`config.mk`:
```
export PLATFORM = sky130hd
export DESIGN_NAME = midpoint_circle_rasterizer_flat
export DESIGN_NICKNAME = d
export VERILOG_FILES = /design/src/hdl/mcr_pkg.sv /design/src/hdl/mcr_intf.sv /design/src/hdl/mcr_front.sv /design/src/hdl/mcr_queue.sv /design/src/hdl/mcr_back.sv /design/src/hdl/midpoint_circle_rasterizer.sv /design/src/flat_wrapper.sv
export SDC_FILE = /design/constraint.sdc
export NUM_CORES = 1
export LEC_CHECK = 0
export BUFFER_PORTS_ARGS = -buffer_cell sky130_fd_sc_hd__buf_2
export CAP_MARGIN = 30
export CORE_ASPECT_RATIO = 1.1
export CORE_MARGIN = 3
export CORE_UTILIZATION = 35
export CTS_BUF_LIST = sky130_fd_sc_hd__clkbuf_4 sky130_fd_sc_hd__clkbuf_8 sky130_fd_sc_hd__clkbuf_16
export CTS_CLUSTER_DIAMETER = 30
export DETAILED_ROUTE_END_ITERATION = 12
export RECOVER_POWER = 25
export SYNTH_ARGS = -nofsm -noshare
export SYNTH_HDL_FRONTEND = slang
export SYNTH_HIERARCHICAL = 1
export SYNTH_SLANG_ARGS = --single-unit
```
`constraint.sdc`:
```
create_clock -name clock -period 7.5 [get_ports clock]
set_input_delay 1.125 -clock clock [delete_from_list [all_inputs] [get_ports clock]]
set_output_delay 1.125 -clock clock [all_outputs]
set_load 0.005 [all_outputs]
```
`src/hdl/mcr_pkg.sv`:
```
// Package for the midpoint circle rasterizer: sizes, function codes and the
// step record passed from the front end to the point sequencer.
// No dependencies.
package mcr_pkg;

   localparam int RADIUS_BITS   = 11;
   localparam int COORD_BITS    = 12;
   localparam int DECISION_BITS = RADIUS_BITS + 5;
   localparam int POINT_BITS    = 14;
   localparam int OCTANT_BITS   = 3;

   localparam int QUEUE_DEPTH   = 2;
   localparam int QUEUE_PTR_BITS = (QUEUE_DEPTH > 1) ? $clog2(QUEUE_DEPTH) : 1;
   localparam int QUEUE_CNT_BITS = $clog2(QUEUE_DEPTH + 1);

   // function codes carried in the request word
   localparam logic FUNC_START = 1'b0;
   localparam logic FUNC_STEP  = 1'b1;

   localparam logic [OCTANT_BITS-1:0] LAST_OCTANT = '1;

   // one step: the centre, the offsets before the update, and the end flag
   typedef struct packed {
      logic [COORD_BITS-1:0]  origin_x;
      logic [COORD_BITS-1:0]  origin_y;
      logic [RADIUS_BITS-1:0] offset_x;
      logic [RADIUS_BITS-1:0] offset_y;
      logic                   done;
   } step_job_type;

   // status from the queue to the front end and the point sequencer
   typedef struct packed {
      logic head_valid;
      logic full;
   } queue_status_type;

endpackage

```
`src/hdl/mcr_intf.sv`:
```
// Channel interfaces for the midpoint circle rasterizer: request and
// response words with valid/ready. Depends on mcr_pkg.
interface mcr_req_intf;
   logic                           valid;
   logic                           ready;
   logic                           func;
   logic [mcr_pkg::COORD_BITS-1:0] center_x;
   logic [mcr_pkg::COORD_BITS-1:0] center_y;
   logic [mcr_pkg::RADIUS_BITS-1:0] radius;

   modport source (output valid, func, center_x, center_y, radius, input ready);
   modport sink   (input valid, func, center_x, center_y, radius, output ready);
endinterface

interface mcr_rsp_intf;
   logic                                  valid;
   logic                                  ready;
   logic signed [mcr_pkg::POINT_BITS-1:0] point_x;
   logic signed [mcr_pkg::POINT_BITS-1:0] point_y;
   logic [mcr_pkg::OCTANT_BITS-1:0]       octant;
   logic                                  last_of_step;
   logic                                  circle_done;

   modport source (output valid, point_x, point_y, octant, last_of_step, circle_done,
                   input ready);
   modport sink   (input valid, point_x, point_y, octant, last_of_step, circle_done,
                   output ready);
endinterface

```
`src/hdl/mcr_front.sv`:
```
// Front end: accepts request words, holds the circle state and runs the
// midpoint update, one step per word. Depends on mcr_pkg and mcr_req_intf.
module mcr_front (
   input  logic                  clock,
   input  logic                  reset,
   mcr_req_intf.sink             req,
   input  mcr_pkg::queue_status_type q_status,
   output logic                  push_valid,
   output mcr_pkg::step_job_type push_job
);

   localparam int RB = mcr_pkg::RADIUS_BITS;
   localparam int DB = mcr_pkg::DECISION_BITS;

   logic [mcr_pkg::COORD_BITS-1:0] origin_x_ff, origin_y_ff;
   logic [RB-1:0]                  offset_x_ff, offset_y_ff;
   logic [DB-1:0]                  decision_ff;
   logic                           active_ff;

   logic          accept;
   logic          do_step;
   logic          dec_y;
   logic [RB:0]   x_next;
   logic [RB:0]   y_next;
   logic          done;
   logic [DB-1:0] x_ext, y_ext;
   logic [DB-1:0] decision_in;

   assign req.ready = !q_status.full;
   assign accept    = req.valid && req.ready;
   assign do_step   = accept && (req.func == mcr_pkg::FUNC_STEP) && active_ff;

   always_comb begin
      x_ext  = DB'(offset_x_ff);
      y_ext  = DB'(offset_y_ff);
      dec_y  = !decision_ff[DB-1];
      x_next = {1'b0, offset_x_ff} + (RB+1)'(1);
      y_next = {1'b0, offset_y_ff} - (RB+1)'(dec_y);
      // y may go below zero only on a zero radius; that always ends the circle
      done   = y_next[RB] || (x_next > y_next);
      if (dec_y) begin
         decision_in = decision_ff + ((x_ext - y_ext) << 2) + DB'(10);
      end else begin
         decision_in = decision_ff + (x_ext << 2) + DB'(6);
      end
   end

   always_ff @(posedge clock) begin
      if (reset) begin
         origin_x_ff <= '0;
         origin_y_ff <= '0;
         offset_x_ff <= '0;
         offset_y_ff <= '0;
         decision_ff <= '0;
         active_ff   <= 1'b0;
      end else if (accept && req.func == mcr_pkg::FUNC_START) begin
         origin_x_ff <= req.center_x;
         origin_y_ff <= req.center_y;
         offset_x_ff <= '0;
         offset_y_ff <= req.radius;
         decision_ff <= DB'(3) - (DB'(req.radius) << 1);
         active_ff   <= 1'b1;
      end else if (do_step) begin
         offset_x_ff <= x_next[RB-1:0];
         offset_y_ff <= y_next[RB-1:0];
         decision_ff <= decision_in;
         active_ff   <= !done;
      end
   end

   assign push_valid        = do_step;
   assign push_job.origin_x = origin_x_ff;
   assign push_job.origin_y = origin_y_ff;
   assign push_job.offset_x = offset_x_ff;
   assign push_job.offset_y = offset_y_ff;
   assign push_job.done     = done;

endmodule

```
`src/hdl/mcr_queue.sv`:
```
// Short step queue between the front end and the point sequencer.
// Depends on mcr_pkg.
module mcr_queue (
   input  logic                      clock,
   input  logic                      reset,
   input  logic                      push_valid,
   input  mcr_pkg::step_job_type     push_job,
   input  logic                      pop,
   output mcr_pkg::queue_status_type q_status,
   output mcr_pkg::step_job_type     head_job
);

   localparam int DEPTH = mcr_pkg::QUEUE_DEPTH;
   localparam int PB    = mcr_pkg::QUEUE_PTR_BITS;
   localparam int CB    = mcr_pkg::QUEUE_CNT_BITS;

   mcr_pkg::step_job_type entry_ff [DEPTH];
   logic [PB-1:0] wr_ptr_ff, rd_ptr_ff;
   logic [CB-1:0] count_ff;

   function automatic logic [PB-1:0] next_ptr(input logic [PB-1:0] ptr);
      if (ptr == PB'(DEPTH - 1)) begin
         return '0;
      end
      return ptr + PB'(1);
   endfunction

   always_ff @(posedge clock) begin
      if (push_valid) begin
         entry_ff[wr_ptr_ff] <= push_job;
      end
   end

   always_ff @(posedge clock) begin
      if (reset) begin
         wr_ptr_ff <= '0;
         rd_ptr_ff <= '0;
         count_ff  <= '0;
      end else begin
         if (push_valid) begin
            wr_ptr_ff <= next_ptr(wr_ptr_ff);
         end
         if (pop) begin
            rd_ptr_ff <= next_ptr(rd_ptr_ff);
         end
         count_ff <= count_ff + CB'(push_valid) - CB'(pop);
      end
   end

   assign head_job            = entry_ff[rd_ptr_ff];
   assign q_status.head_valid = (count_ff != '0);
   assign q_status.full       = (count_ff == CB'(DEPTH));

endmodule

```
`src/hdl/mcr_back.sv`:
```
// Point sequencer: walks the eight mirror images of the step at the queue
// head into the response register. Depends on mcr_pkg and mcr_rsp_intf.
module mcr_back (
   input  logic                      clock,
   input  logic                      reset,
   input  mcr_pkg::queue_status_type q_status,
   input  mcr_pkg::step_job_type     head_job,
   output logic                      pop,
   mcr_rsp_intf.source               rsp
);

   localparam int PW = mcr_pkg::POINT_BITS;
   localparam int OB = mcr_pkg::OCTANT_BITS;

   logic [OB-1:0]        octant_ff;
   logic                 rsp_valid_ff;
   logic signed [PW-1:0] point_x_ff, point_y_ff;
   logic [OB-1:0]        rsp_octant_ff;
   logic                 last_ff, done_ff;

   logic          load;
   logic [PW-1:0] off_a, off_b;
   logic [PW-1:0] point_x_in, point_y_in;

   assign load = q_status.head_valid && (!rsp_valid_ff || rsp.ready);
   assign pop  = load && (octant_ff == mcr_pkg::LAST_OCTANT);

   always_comb begin
      // octants 4..7 swap the roles of x and y
      off_a = octant_ff[2] ? PW'(head_job.offset_y) : PW'(head_job.offset_x);
      off_b = octant_ff[2] ? PW'(head_job.offset_x) : PW'(head_job.offset_y);
      point_x_in = octant_ff[0] ? PW'(head_job.origin_x) - off_a
                                : PW'(head_job.origin_x) + off_a;
      point_y_in = octant_ff[1] ? PW'(head_job.origin_y) - off_b
                                : PW'(head_job.origin_y) + off_b;
   end

   always_ff @(posedge clock) begin
      if (reset) begin
         octant_ff    <= '0;
         rsp_valid_ff <= 1'b0;
      end else begin
         if (load) begin
            octant_ff    <= octant_ff + OB'(1);
            rsp_valid_ff <= 1'b1;
         end else if (rsp.ready) begin
            rsp_valid_ff <= 1'b0;
         end
      end
   end

   always_ff @(posedge clock) begin
      if (load) begin
         point_x_ff    <= point_x_in;
         point_y_ff    <= point_y_in;
         rsp_octant_ff <= octant_ff;
         last_ff       <= (octant_ff == mcr_pkg::LAST_OCTANT);
         done_ff       <= head_job.done;
      end
   end

   assign rsp.valid        = rsp_valid_ff;
   assign rsp.point_x      = point_x_ff;
   assign rsp.point_y      = point_y_ff;
   assign rsp.octant       = rsp_octant_ff;
   assign rsp.last_of_step = last_ff;
   assign rsp.circle_done  = done_ff;

   // a step stays at the queue head until its eighth point is loaded into the response register
   a_job_held: assert property (@(posedge clock) disable iff (reset)
      load && (octant_ff != mcr_pkg::LAST_OCTANT) |=> q_status.head_valid)
      else $error("step left the queue before its eighth point");

   // points of one step leave without gaps once the sink takes them
   a_no_gap: assert property (@(posedge clock) disable iff (reset)
      rsp_valid_ff && rsp.ready && !last_ff |=> rsp_valid_ff)
      else $error("gap inside the points of a step");

   // the last-point flag matches the octant it was loaded with
   a_last_flag: assert property (@(posedge clock) disable iff (reset)
      rsp_valid_ff |-> (last_ff == (rsp_octant_ff == mcr_pkg::LAST_OCTANT)))
      else $error("last_of_step does not match octant");

endmodule

```
`src/hdl/midpoint_circle_rasterizer.sv`:
```
// Midpoint circle rasterizer, top level: front end, step queue and point
// sequencer. Depends on mcr_pkg, mcr_intf, mcr_front, mcr_queue, mcr_back.
//
// A start word (func = 0) loads the centre and radius and returns nothing; each
// step word (func = 1) while a circle is running returns eight points, one for
// each mirror image in octant order, with last_of_step on octant 7 and
// circle_done on every point of the final step. A step with no running circle
// is taken and dropped, and a start abandons any running circle (points already
// queued still go out). The front end takes one word a cycle while the queue is not
// full and does the decision update in that cycle; a two-deep step queue then feeds
// the point sequencer, which writes one point a cycle into the response register
// while the response side takes them. The sustained step rate is set by the single
// response port, which carries eight points per step; start words and idle steps
// put nothing in the queue and never wait on the response side unless the queue is
// full. When the path is empty, a step word is written into the queue when it is
// taken, and its first point then goes from the queue head into the response register.
module midpoint_circle_rasterizer (
   input  logic         clock,
   input  logic         reset,
   mcr_req_intf.sink    req_if,
   mcr_rsp_intf.source  rsp_if
);

   logic                      push_valid;
   mcr_pkg::step_job_type     push_job;
   mcr_pkg::step_job_type     head_job;
   mcr_pkg::queue_status_type q_status;
   logic                      pop;

   // classify words, hold circle state, advance the decision value
   mcr_front u_front (
      .clock      (clock),
      .reset      (reset),
      .req        (req_if),
      .q_status   (q_status),
      .push_valid (push_valid),
      .push_job   (push_job)
   );

   // decouple the update from point output
   mcr_queue u_queue (
      .clock      (clock),
      .reset      (reset),
      .push_valid (push_valid),
      .push_job   (push_job),
      .pop        (pop),
      .q_status   (q_status),
      .head_job   (head_job)
   );

   // expand each step into its eight mirrored points
   mcr_back u_back (
      .clock    (clock),
      .reset    (reset),
      .q_status (q_status),
      .head_job (head_job),
      .pop      (pop),
      .rsp      (rsp_if)
   );

endmodule

```
`src/flat_wrapper.sv`:
```
// flat-port wrapper written by rule: the top's interface ports become plain ports
module midpoint_circle_rasterizer_flat 
  (clock, reset, req_if_valid, req_if_func, req_if_center_x, req_if_center_y, req_if_radius, req_if_ready, rsp_if_valid, rsp_if_point_x, rsp_if_point_y, rsp_if_octant, rsp_if_last_of_step, rsp_if_circle_done, rsp_if_ready);
  mcr_req_intf req_if_i ();
  mcr_rsp_intf rsp_if_i ();
  input  logic clock;
  input  logic reset;
  input wire logic [$bits(req_if_i.valid)-1:0] req_if_valid;
  input wire logic [$bits(req_if_i.func)-1:0] req_if_func;
  input wire logic [$bits(req_if_i.center_x)-1:0] req_if_center_x;
  input wire logic [$bits(req_if_i.center_y)-1:0] req_if_center_y;
  input wire logic [$bits(req_if_i.radius)-1:0] req_if_radius;
  output wire logic [$bits(req_if_i.ready)-1:0] req_if_ready;
  output wire logic [$bits(rsp_if_i.valid)-1:0] rsp_if_valid;
  output wire logic [$bits(rsp_if_i.point_x)-1:0] rsp_if_point_x;
  output wire logic [$bits(rsp_if_i.point_y)-1:0] rsp_if_point_y;
  output wire logic [$bits(rsp_if_i.octant)-1:0] rsp_if_octant;
  output wire logic [$bits(rsp_if_i.last_of_step)-1:0] rsp_if_last_of_step;
  output wire logic [$bits(rsp_if_i.circle_done)-1:0] rsp_if_circle_done;
  input wire logic [$bits(rsp_if_i.ready)-1:0] rsp_if_ready;
  assign req_if_i.valid = req_if_valid;
  assign req_if_i.func = req_if_func;
  assign req_if_i.center_x = req_if_center_x;
  assign req_if_i.center_y = req_if_center_y;
  assign req_if_i.radius = req_if_radius;
  assign req_if_ready = req_if_i.ready;
  assign rsp_if_valid = rsp_if_i.valid;
  assign rsp_if_point_x = rsp_if_i.point_x;
  assign rsp_if_point_y = rsp_if_i.point_y;
  assign rsp_if_octant = rsp_if_i.octant;
  assign rsp_if_last_of_step = rsp_if_i.last_of_step;
  assign rsp_if_circle_done = rsp_if_i.circle_done;
  assign rsp_if_i.ready = rsp_if_ready;
  midpoint_circle_rasterizer u_core (.clock(clock), .reset(reset), .req_if(req_if_i), .rsp_if(rsp_if_i));
endmodule
```
==> run summary, run 1 <==
post_cts resized: 0
highest routing layer actually used: met4
H-tree depth: 4
die height: 205 um
DRC Markers: 0
Final setup viols: 0
fmax: 232 MHz
most common cell after layout, fill and taps aside: edfxtp_1
EDFF count, synth: 127
final non-filler cell total: 1762
maxcap violations: 0
Setup WS post-layout: 3.20 ns
status: finished clean
commonest cells after routing, fill and taps aside: edfxtp_1, ha_1, nand2_1
vias per cell: 5.06
Slew HR: 33.6%
async set-or-reset flop fraction in the synthesized netlist: 0%
met3 WL: 1040 um
Setup CP Type: reg -> reg
unrepaired setup endpoints after global routing: no
crit-path leading delay family: compound AO/OA/AOI/OAI gates
post-DP HPWL: 21200 um
first-pass GRT wire length: 46200 um
synth warn: 6
Tcrit/Tclk final: 57.4%
vias in the first global route: 8970
layout cells sized above 1: 14.8%
die width: 187 um
Worst path slowest cell: a2111oi_2
endpoint class of the critical path: register
dpl cells: 1730
setup tns final: 0 ns
fin crit period: 4.30 ns
CP required: 7.79 ns
CTS clk-pin slew, worst paths: 0.07 ns
Setup Buffers After CTS: 0
largest net degree at the start of global routing: 48
global route overflow: 0
CTS sink cnt: 198
CP dominant cell by count: ha_1
Initial Util: 35.6%
Hold Buf Count CTS: 0
WL per Instance: 16.1 um
row count: 72
total length of routed wires: 28400 um
met1 WL: 12700 um
Leakage: 5.65 nW
Synth cell types: 82
area leader, netlist: edfxtp_1
final hold vios: 0
Critical Path Max Stage Delay: 0.46 ns
P&R area growth vs syn: 11.3%
CP Buf/Inv Count: 2
WHS: 0.462 ns
TritonCTS buffer count: 17
Clock Path Buffers: 2
metal2 WL: 14200 um
drt initial violations: 516
Slew @ Worst Pin: 0.995 ns
CP Cell Sequence: inv_1 > ha_1 > inv_1 > fa_1 > a21o_1 > a21oi_2 > o21bai_2 > a2111oi_2 > o31ai_1 > a21oi_1 > xnor2_1 > ha_1 > ha_1 > a21oi_1 > nand3_1 > a2bb2oi_1 > a31oi_1 > xor2_1 > o41ai_2
Mapped Cells: 1206
Syn Nets: 1379
largest cells by area after synthesis: edfxtp_1, ha_1, dfxtp_1
total core area: 0.0352 sq mm
I/O Pins: 75
Final ANT Viol Nets: 0
register area share after synthesis: 41.7%
initial antenna violation count: 0
Synth Register Bits: 198
Final Skew: 0.0122 ns
DR vias: 8921
Nets: 1441
GRT Util Overall: 15.0%
top_reg_cell synth: edfxtp_1
drt pass-1 iters: 5
worst skew pair latency: 0.44 ns
final slew viol count: 0
Place WS: 3.04 ns
critical path data arrival time: 4.60 ns
port bufs: 74
Worst setup SP type: register
mapped cell area: 0.0125 sq mm
Avg Synthesized Cell Area: 10.4 sq um
Synth top area share: 30.4%
Final Util: 39.6%
Die Area: 0.0382 sq mm
Worst Path Max Fanout: 7
PwrDens: 189 mW/mm^2
clk root buf: clkbuf_16
HP Class: reg -> reg
final RePlAce weighted congestion: 0.858
diodes inserted: 0
Peak VDD IR: 0.000125 V
TritonCTS clock tree: done
-- cells in the mapped netlist, types with 7 or more instances --
library cell  instances
nand4_1               8
or3_1                 7
mux2_2               20
xor2_1               33
nand2b_1             21
fa_1                  7
a21oi_1              91
edfxtp_1            127
o21a_1                9
o211ai_1             17
xnor2_1              52
clkbuf_1             20
nor2_1               77
mux2i_1              26
o31ai_1               9
buf_2                 8
nor3_1               19
nand2_1             109
and3_1               10
o21ai_0              31
dfxtp_1              71
a21o_1               17
nand3_1              19
o21ai_1              12
nor2b_1              22
mux2_4               30
ha_1                126
a31oi_1              13
a211oi_1             14
inv_1                81
-- flip-flops by register name (all words and copies together), names as in the netlist, 2 cells and up, named ones only --
register and cells:
u_core/u_queue/entry_ff 94, u_core/u_front/decision_ff 15, u_core/u_back/rsp.point_x 14, u_core/u_back/rsp.point_y 14, u_core/u_front/origin_x_ff 12, u_core/u_front/origin_y_ff 12, u_core/u_front/offset_x_ff 11, u_core/u_front/offset_y_ff 11
u_core/u_back/octant_ff 3, u_core/u_back/rsp.octant 3, u_core/u_queue/count_ff 2
-- through the flow --
step	instance area (sq um)	power, mW
final	14000	2.64
after global routing	14000	2.77
after CTS	14000	2.66
after detailed placement	13400	1.73
after global placement	13400	1.72
after floorplan	12500	1.61
-- worst reg2reg max path, cell delays in order, from the launching register on --
cell and delay, ns:
dfxtp_1 0.37, inv_1 0.11, ha_1 0.16, inv_1 0.05, fa_1 0.39, a21o_1 0.19, a21oi_2 0.19, o21bai_2 0.10
a2111oi_2 0.46, o31ai_1 0.13, a21oi_1 0.19, xnor2_1 0.17, ha_1 0.27, ha_1 0.36, a21oi_1 0.20, nand3_1 0.10
a2bb2oi_1 0.18, a31oi_1 0.22, xor2_1 0.26, o41ai_2 0.08
-- layer usage --
layer	global-route usage [%]	up-vias
met4	4.24	0
met5	0	-
met3	2.34	36
li1	-	4476
met2	26.9	161
met1	18.7	4248
-- kinds of logic (layout without fill, tap and decap cells) --
kind of cell,count (synthesis),after routing,share of synthesized area [%]
mux,77,77,7.55
simple gates,313,313,11.9
flops,198,198,41.7
xor+xnor,86,86,6.11
compound gates,275,275,14.5
buf+inv,124,199,4.47
fa+ha+maj,133,133,13.7
-- area by class of cell --
class | instances | area, sq um
inverters | 83 | 312
multi-input cells | 884 | 6770
flip-flops and latches | 198 | 5240
clock buffers | 20 | 448
repair buffers | 84 | 458
well taps | 481 | 602
clock inverters | 12 | 144
fillers | 3458 | 21300
-- report_power, final --
group | internal, mW | leakage [nW] | switching, mW | total (mW)
sequential | 1.19 | 1.75 | 0.0239 | 1.21
combinational | 0.209 | 3.61 | 0.288 | 0.497
clock | 0.509 | 0.288 | 0.416 | 0.925
-- path summary, 6_finish.rpt --
path | from | endpoint | slack [ns] | depth (start not counted)
setup / recovery | u_core/u_front/offset_x_ff[0] | u_core/u_front/decision_ff[15] | 3.20 | 19
setup reg to reg | u_core/u_front/offset_x_ff[0] | u_core/u_front/decision_ff[15] | 3.20 | 19
hold reg to reg | u_core/u_front/origin_y_ff[3] | u_core/u_queue/entry_ff[0][26] | 0.46 | 0
hold / removal | u_core/u_front/origin_y_ff[3] | u_core/u_queue/entry_ff[0][26] | 0.46 | 0
(Power assumes the default switching activity.)
==> run 2: changes to the inputs <==
==> constraint.sdc (replaced) <==
create_clock -name clock -period 3.7 [get_ports clock]
set_input_delay 0.555 -clock clock [delete_from_list [all_inputs] [get_ports clock]]
set_output_delay 0.555 -clock clock [all_outputs]
set_load 0.005 [all_outputs]
==> run 2 against run 1 <==
Against the previous run:
- flip-flop and latch count stayed put
- final area is 2.8% higher
- highest routed layer is now met5
- largest cell class unchanged
- critical path depth stayed put
==> run summary, run 2 (synthesized netlist as in run 1, its figures left out) <==
CTS clk-pin slew, worst paths: 0.09 ns (was 0.07 ns)
Worst setup SP type: register (unchanged)
commonest cells after routing, fill and taps aside: edfxtp_1, ha_1, nand2_1 (unchanged)
vias in the first global route: 8922 (was 8970)
WHS: 0.320 ns (was 0.462 ns)
Top reg by flops: u_core/u_queue/entry_ff (unchanged)
HP Class: in -> reg (was reg -> reg)
port bufs: 74 (unchanged)
PwrDens: 376 mW/mm^2 (was 189 mW/mm^2)
Worst path slowest cell: dfxtp_2 (was a2111oi_2)
Final ANT Viol Nets: 0 (unchanged)
total length of routed wires: 29300 um (was 28400 um)
endpoint class of the critical path: register (unchanged)
total design power: 5.39 mW (was 2.64 mW)
CP required: 4.01 ns (was 7.79 ns)
CP Cell Sequence: inv_2 > ha_4 > inv_2 > fa_2 > a21o_1 > a21oi_2 > o21bai_2 > a2111oi_4 > o31ai_1 > a21oi_1 > xnor2_1 > ha_1 > ha_4 > a21oi_4 > nand3_2 > a2bb2oi_2 > a31oi_1 > xor2_1 > o41ai_2 (was inv_1 > ha_1 > inv_1 > fa_1 > a21o_1 > a21oi_2 > o21bai_2 > a2111oi_2 > o31ai_1 > a21oi_1 > xnor2_1 > ha_1 > ha_1 > a21oi_1 > nand3_1 > a2bb2oi_1 > a31oi_1 > xor2_1 > o41ai_2)
Seq pwr share: 45.5% (was 46.1%)
global route overflow: 0 (unchanged)
Critical Path Max Stage Delay: 0.33 ns (was 0.46 ns)
Worst Path Max Fanout: 4 (was 7)
Tcrit/Tclk final: 97.9% (was 57.4%)
vias per cell: 5.07 (was 5.06)
Peak VDD IR: 0.000309 V (was 0.000125 V)
CTS sink cnt: 198 (unchanged)
Leakage: 5.86 nW (was 5.65 nW)
post-DP HPWL: 21900 um (was 21200 um)
crit-path leading delay family: compound AO/OA/AOI/OAI gates (unchanged)
total core area: 0.0352 sq mm (unchanged)
max FFs per register: 94 (unchanged)
DR vias: 9145 (was 8921)
final slew viol count: 0 (unchanged)
Combinational Power Share: 20.4% (was 18.8%)
Initial Util: 35.6% (unchanged)
status: finished clean (unchanged)
sw power: 1.51 mW (was 0.727 mW)
layout cells sized above 1: 18.4% (was 14.8%)
die width: 187 um (unchanged)
GRT Util Overall: 15.2% (was 15.0%)
Clock Path Buffers: 2 (unchanged)
final hold vios: 0 (unchanged)
row count: 72 (unchanged)
Final Util: 40.8% (was 39.6%)
critical path data arrival time: 3.93 ns (was 4.60 ns)
largest net degree at the start of global routing: 48 (unchanged)
clk root buf: clkbuf_16 (unchanged)
final RePlAce weighted congestion: 0.895 (was 0.858)
WL per Instance: 16.3 um (was 16.1 um)
Slew HR: 43.3% (was 33.6%)
DRC Markers: 0 (unchanged)
Switching Fraction: 28.1% (was 27.6%)
CP Buf/Inv Count: 2 (unchanged)
fmax: 276 MHz (was 232 MHz)
most common cell after layout, fill and taps aside: edfxtp_1 (unchanged)
P&R area growth vs syn: 14.4% (was 11.3%)
initial antenna violation count: 1 (was 0)
largest registers: u_core/u_queue/entry_ff x94, u_core/u_front/decision_ff x15 (unchanged)
diodes inserted: 0 (unchanged)
TritonCTS clock tree: done (unchanged)
worst skew pair latency: 0.44 ns (about the same)
cell-internal power: 3.88 mW (was 1.91 mW)
Setup CP Type: reg -> reg (unchanged)
first-pass GRT wire length: 46400 um (was 46200 um)
maxcap violations: 0 (unchanged)
Final Skew: 0.0185 ns (was 0.0122 ns)
fin crit period: 3.62 ns (was 4.30 ns)
H-tree depth: 4 (unchanged)
Filler cells: 3446 (was 3458)
drt initial violations: 596 (was 516)
drt pass-1 iters: 5 (unchanged)
I/O Pins: 75 (unchanged)
TritonCTS buffer count: 17 (unchanged)
Nets: 1482 (was 1441)
Final setup viols: 0 (unchanged)
Slew @ Worst Pin: 0.851 ns (was 0.995 ns)
clock share of power: 34.0% (was 35.1%)
unrepaired setup endpoints after global routing: yes (was no)
Die Area: 0.0382 sq mm (unchanged)
die height: 205 um (unchanged)
[run 2: cell types whose count changed in the layout (fill, tap and decap cells not counted), moves of 3 or more]
cell      change
clkbuf_1      +4
a21oi_1       -4
dfxtp_1       -3
a21oi_2       +3
dfxtp_2       +3
buf_4        +36
[run 2: timing repair]
item,4_1_cts,5_1_grt
endpoints found under the hold margin,0,0
buffers inserted,1,1
pin swaps,10,14
endpoints found under the setup margin,4,5
hold buffers,0,0
resized for setup,11,9
[run 2: final timing paths]
check	end	start	slack, ns	cells after the start
setup / recovery	u_core/u_front/decision_ff[15]	u_core/u_front/offset_x_ff[0]	0.08	19
hold reg to reg	u_core/u_queue/entry_ff[0][35]	u_core/u_front/origin_x_ff[0]	0.45	0
setup reg to reg	u_core/u_front/decision_ff[15]	u_core/u_front/offset_x_ff[0]	0.08	19
hold / removal	u_core/u_front/decision_ff[1]	req_if_radius[0]	0.32	2
[run 2: metal layers]
layer,track usage [%],part of all wire (%),up-vias
met5,0,0.024,-
met4,4.97,2.3,2
met3,2.48,3.6,43
met2,26.9,48,181
met1,19.2,46,4351
li1,-,-,4568
[run 2: stage by stage]
| step | setup slack, ns | instance area [sq um] | instances | TNS (ns) |
|---|---|---|---|---|
| after global routing | -0.139 | 14400 | 1803 | -0.425 |
| after detailed placement | -0.159 | 13700 | 1769 | -0.290 |
| after global placement | -0.147 | 13700 | 1769 | -0.231 |
| after floorplan | 0.0118 | 12600 | 1206 | 0 |
| final | 0.0788 | 14400 | 1803 | 0 |
| after CTS | 0.0168 | 14300 | 1802 | 0 |
[run 2: layout make-up]
type	instances	area, sq um	area share (%)
sequential	198	5240	36.5
tap	481	602	4.19
clock inverter	11	83.8	0.584
inverter	83	312	2.17
clock buffer	21	497	3.46
timing repair buffer	125	763	5.32
multi-input combinational	884	6860	47.8
[run 2: power by group through the flow]
stage	Sequential, mW	Combinational [mW]	Clock (mW)
floorplan	2.50	0.772	0
CTS	2.46	1.09	1.89
global placement	2.50	1.04	0
global route	2.46	1.23	1.97
detailed placement	2.51	1.05	0
finish	2.46	1.10	1.83
==> run 3: changes to the inputs <==
--- a/config.mk
+++ b/config.mk
@@ -14,6 +14,7 @@
 export CTS_CLUSTER_DIAMETER = 30
 export DETAILED_ROUTE_END_ITERATION = 12
 export RECOVER_POWER = 25
+export SETUP_SLACK_MARGIN = 0.5
 export SYNTH_ARGS = -nofsm -noshare
 export SYNTH_HDL_FRONTEND = slang
 export SYNTH_HIERARCHICAL = 1
==> run 3 against run 2 <==
Against the previous run:
- flip-flop and latch count stayed put
- register-to-register slack worse by 0.03 ns
- combinational power grew 7%
- wire length increased by 0.35%
- sequential power about the same
- global-route usage down 0.18 points
- final area up 2.1%
- clock power about the same
- largest power group unchanged
==> run summary, run 3 (synthesized netlist as in run 1, its figures left out) <==
final hold vios: 0 (unchanged)
final RePlAce weighted congestion: 0.842 (was 0.895)
clk root buf: clkbuf_16 (unchanged)
final slew viol count: 0 (unchanged)
status: finished clean (unchanged)
CTS clk-pin slew, worst paths: 0.08 ns (was 0.09 ns)
PwrDens: 373 mW/mm^2 (was 376 mW/mm^2)
fin crit period: 3.65 ns (was 3.62 ns)
Slew HR: 50.8% (was 43.3%)
Hold Buf Count CTS: 0 (unchanged)
vias per cell: 5.10 (was 5.07)
Slew @ Worst Pin: 0.738 ns (was 0.851 ns)
Worst R2R Start: u_core/u_front/offset_x_ff[0] (unchanged)
Place WS: -0.0210 ns (was -0.159 ns)
Die Area: 0.0382 sq mm (unchanged)
Clock Path Buffers: 2 (unchanged)
Tcrit/Tclk final: 98.8% (was 97.9%)
DR vias: 9193 (was 9145)
CP startpoint: u_core/u_front/offset_x_ff[0] (unchanged)
critical path data arrival time: 3.97 ns (was 3.93 ns)
initial antenna violation count: 0 (was 1)
largest registers: u_core/u_queue/entry_ff x94, u_core/u_front/decision_ff x15 (unchanged)
die width: 187 um (unchanged)
largest net degree at the start of global routing: 48 (unchanged)
total core area: 0.0352 sq mm (unchanged)
drt pass-1 iters: 5 (unchanged)
GRT Util Overall: 15.1% (was 15.2%)
hold depth: 2 (unchanged)
TritonCTS buffer count: 17 (unchanged)
port bufs: 74 (unchanged)
layout cells sized above 1: 21.6% (was 18.4%)
Worst setup endpoint: u_core/u_front/decision_ff[12] (was u_core/u_front/decision_ff[15])
vias in the first global route: 9080 (was 8922)
P&R area growth vs syn: 16.8% (was 14.4%)
Worst Path Max Fanout: 5 (was 4)
CP required: 4.02 ns (was 4.01 ns)
DRC Markers: 0 (unchanged)
Worst setup SP type: register (unchanged)
max FFs per register: 94 (unchanged)
Worst Reg-to-Reg Cells: 19 (unchanged)
post-DP HPWL: 21600 um (was 21900 um)
Final Skew: 0.0125 ns (was 0.0185 ns)
H-tree depth: 4 (unchanged)
final instance area: 0.0147 sq mm (was 0.0144 sq mm)
worst skew pair latency: 0.44 ns (about the same)
Setup WS post-layout: 0.0459 ns (was 0.0788 ns)
unrepaired setup endpoints after global routing: yes (unchanged)
Hold Startpoint: req_if_radius[0] (unchanged)
drt initial violations: 501 (was 596)
Initial Util: 35.6% (unchanged)
Nets: 1482 (unchanged)
Final Util: 41.6% (was 40.8%)
first-pass GRT wire length: 46600 um (was 46400 um)
most common cell after layout, fill and taps aside: edfxtp_1 (unchanged)
Final ANT Viol Nets: 0 (unchanged)
diodes inserted: 0 (unchanged)
I/O Pins: 75 (unchanged)
commonest cells after routing, fill and taps aside: edfxtp_1, ha_1, nand2_1 (unchanged)
die height: 205 um (unchanged)
CTS sink cnt: 198 (unchanged)
reg2reg end: u_core/u_front/decision_ff[12] (was u_core/u_front/decision_ff[15])
Setup CP Type: reg -> reg (unchanged)
Leakage: 5.95 nW (was 5.86 nW)
endpoint class of the critical path: register (unchanged)
Peak VDD IR: 0.000260 V (was 0.000309 V)
Post-DP Area: 0.0137 sq mm (about the same)
TritonCTS clock tree: done (unchanged)
WHS: 0.317 ns (was 0.320 ns)
total length of routed wires: 29400 um (was 29300 um)
Top reg by flops: u_core/u_queue/entry_ff (unchanged)
WL per Instance: 16.3 um (about the same)
HP Class: in -> reg (unchanged)
r2r setup slk: 0.05 ns (was 0.08 ns)
row count: 72 (unchanged)
fmax: 274 MHz (was 276 MHz)
Final setup viols: 0 (unchanged)
maxcap violations: 0 (unchanged)
global route overflow: 0 (unchanged)
[run 3: cell types whose count changed in the layout (fill, tap and decap cells not counted), sizes merged]
cell	delta
buf	+2
bufinv	+1
clkbuf	-3
[run 3: report_power, final]
part	internal (mW)	switching, mW
clock network	0.985	0.840
registers	2.41	0.0463
logic	0.530	0.652
[run 3: critical path, cell delays in order, from the launching register on]
cell and delay (ns):
dfxtp_4 0.35, inv_4 0.06, ha_4 0.12, inv_2 0.03, fa_2 0.34, a21o_1 0.17, a21oi_2 0.16, o21bai_2 0.11
buf_4 0.15, a21oi_2 0.12, xnor2_1 0.09, ha_1 0.33, ha_4 0.25, o21a_1 0.11, o21a_1 0.22, o221ai_2 0.25
a21boi_1 0.12, or3_1 0.41, nand3_2 0.08, a31oi_1 0.07
[run 3: how the worst min path moves through the flow]
stage,endpoint,slack [ns]
3_3_place_gp,u_core/u_queue/entry_ff[1][41],0.43
2_1_floorplan,u_core/u_queue/entry_ff[0][23],0.43
6_report,u_core/u_front/decision_ff[1],0.32
5_1_grt,u_core/u_front/decision_ff[1],0.31
4_1_cts,u_core/u_front/decision_ff[1],0.30
3_5_place_dp,u_core/u_queue/entry_ff[0][45],0.44
[run 3: area by class of cell]
| type | count | area (sq um) |
|---|---|---|
| Timing Repair Buffer | 125 | 828 |
| Multi-Input combinational cell | 884 | 7080 |
| Inverter | 83 | 314 |
| Clock inverter | 12 | 119 |
| Clock buffer | 20 | 460 |
| Sequential cell | 198 | 5250 |
| Fill cell | 3402 | 20600 |
| Tap cell | 481 | 602 |
[run 3: what timing repair did]
action	CTS	global route
setup endpoints to repair	19	19
resized for setup	23	35
pin swaps	12	29
buffers inserted	4	11
cloned	0	1
[run 3: metal layers]
metal / track usage (%) / part of all wire [%] / vias up
met5: 0 / 0 / -
met1: 19.1 / 46 / 4447
met2: 27.3 / 50 / 155
li1: - / - / 4568
met3: 2.19 / 2.9 / 23
met4: 3.40 / 1.0 / 0
[run 3: through the flow]
step	std cells	TNS, ns	total power [mW]
final	1803	0	5.47
after global routing	1803	-0.374	5.72
after CTS	1791	0	5.44
after detailed placement	1755	-0.0210	3.56
after global placement	1755	0	3.54
after floorplan	1206	0	3.30
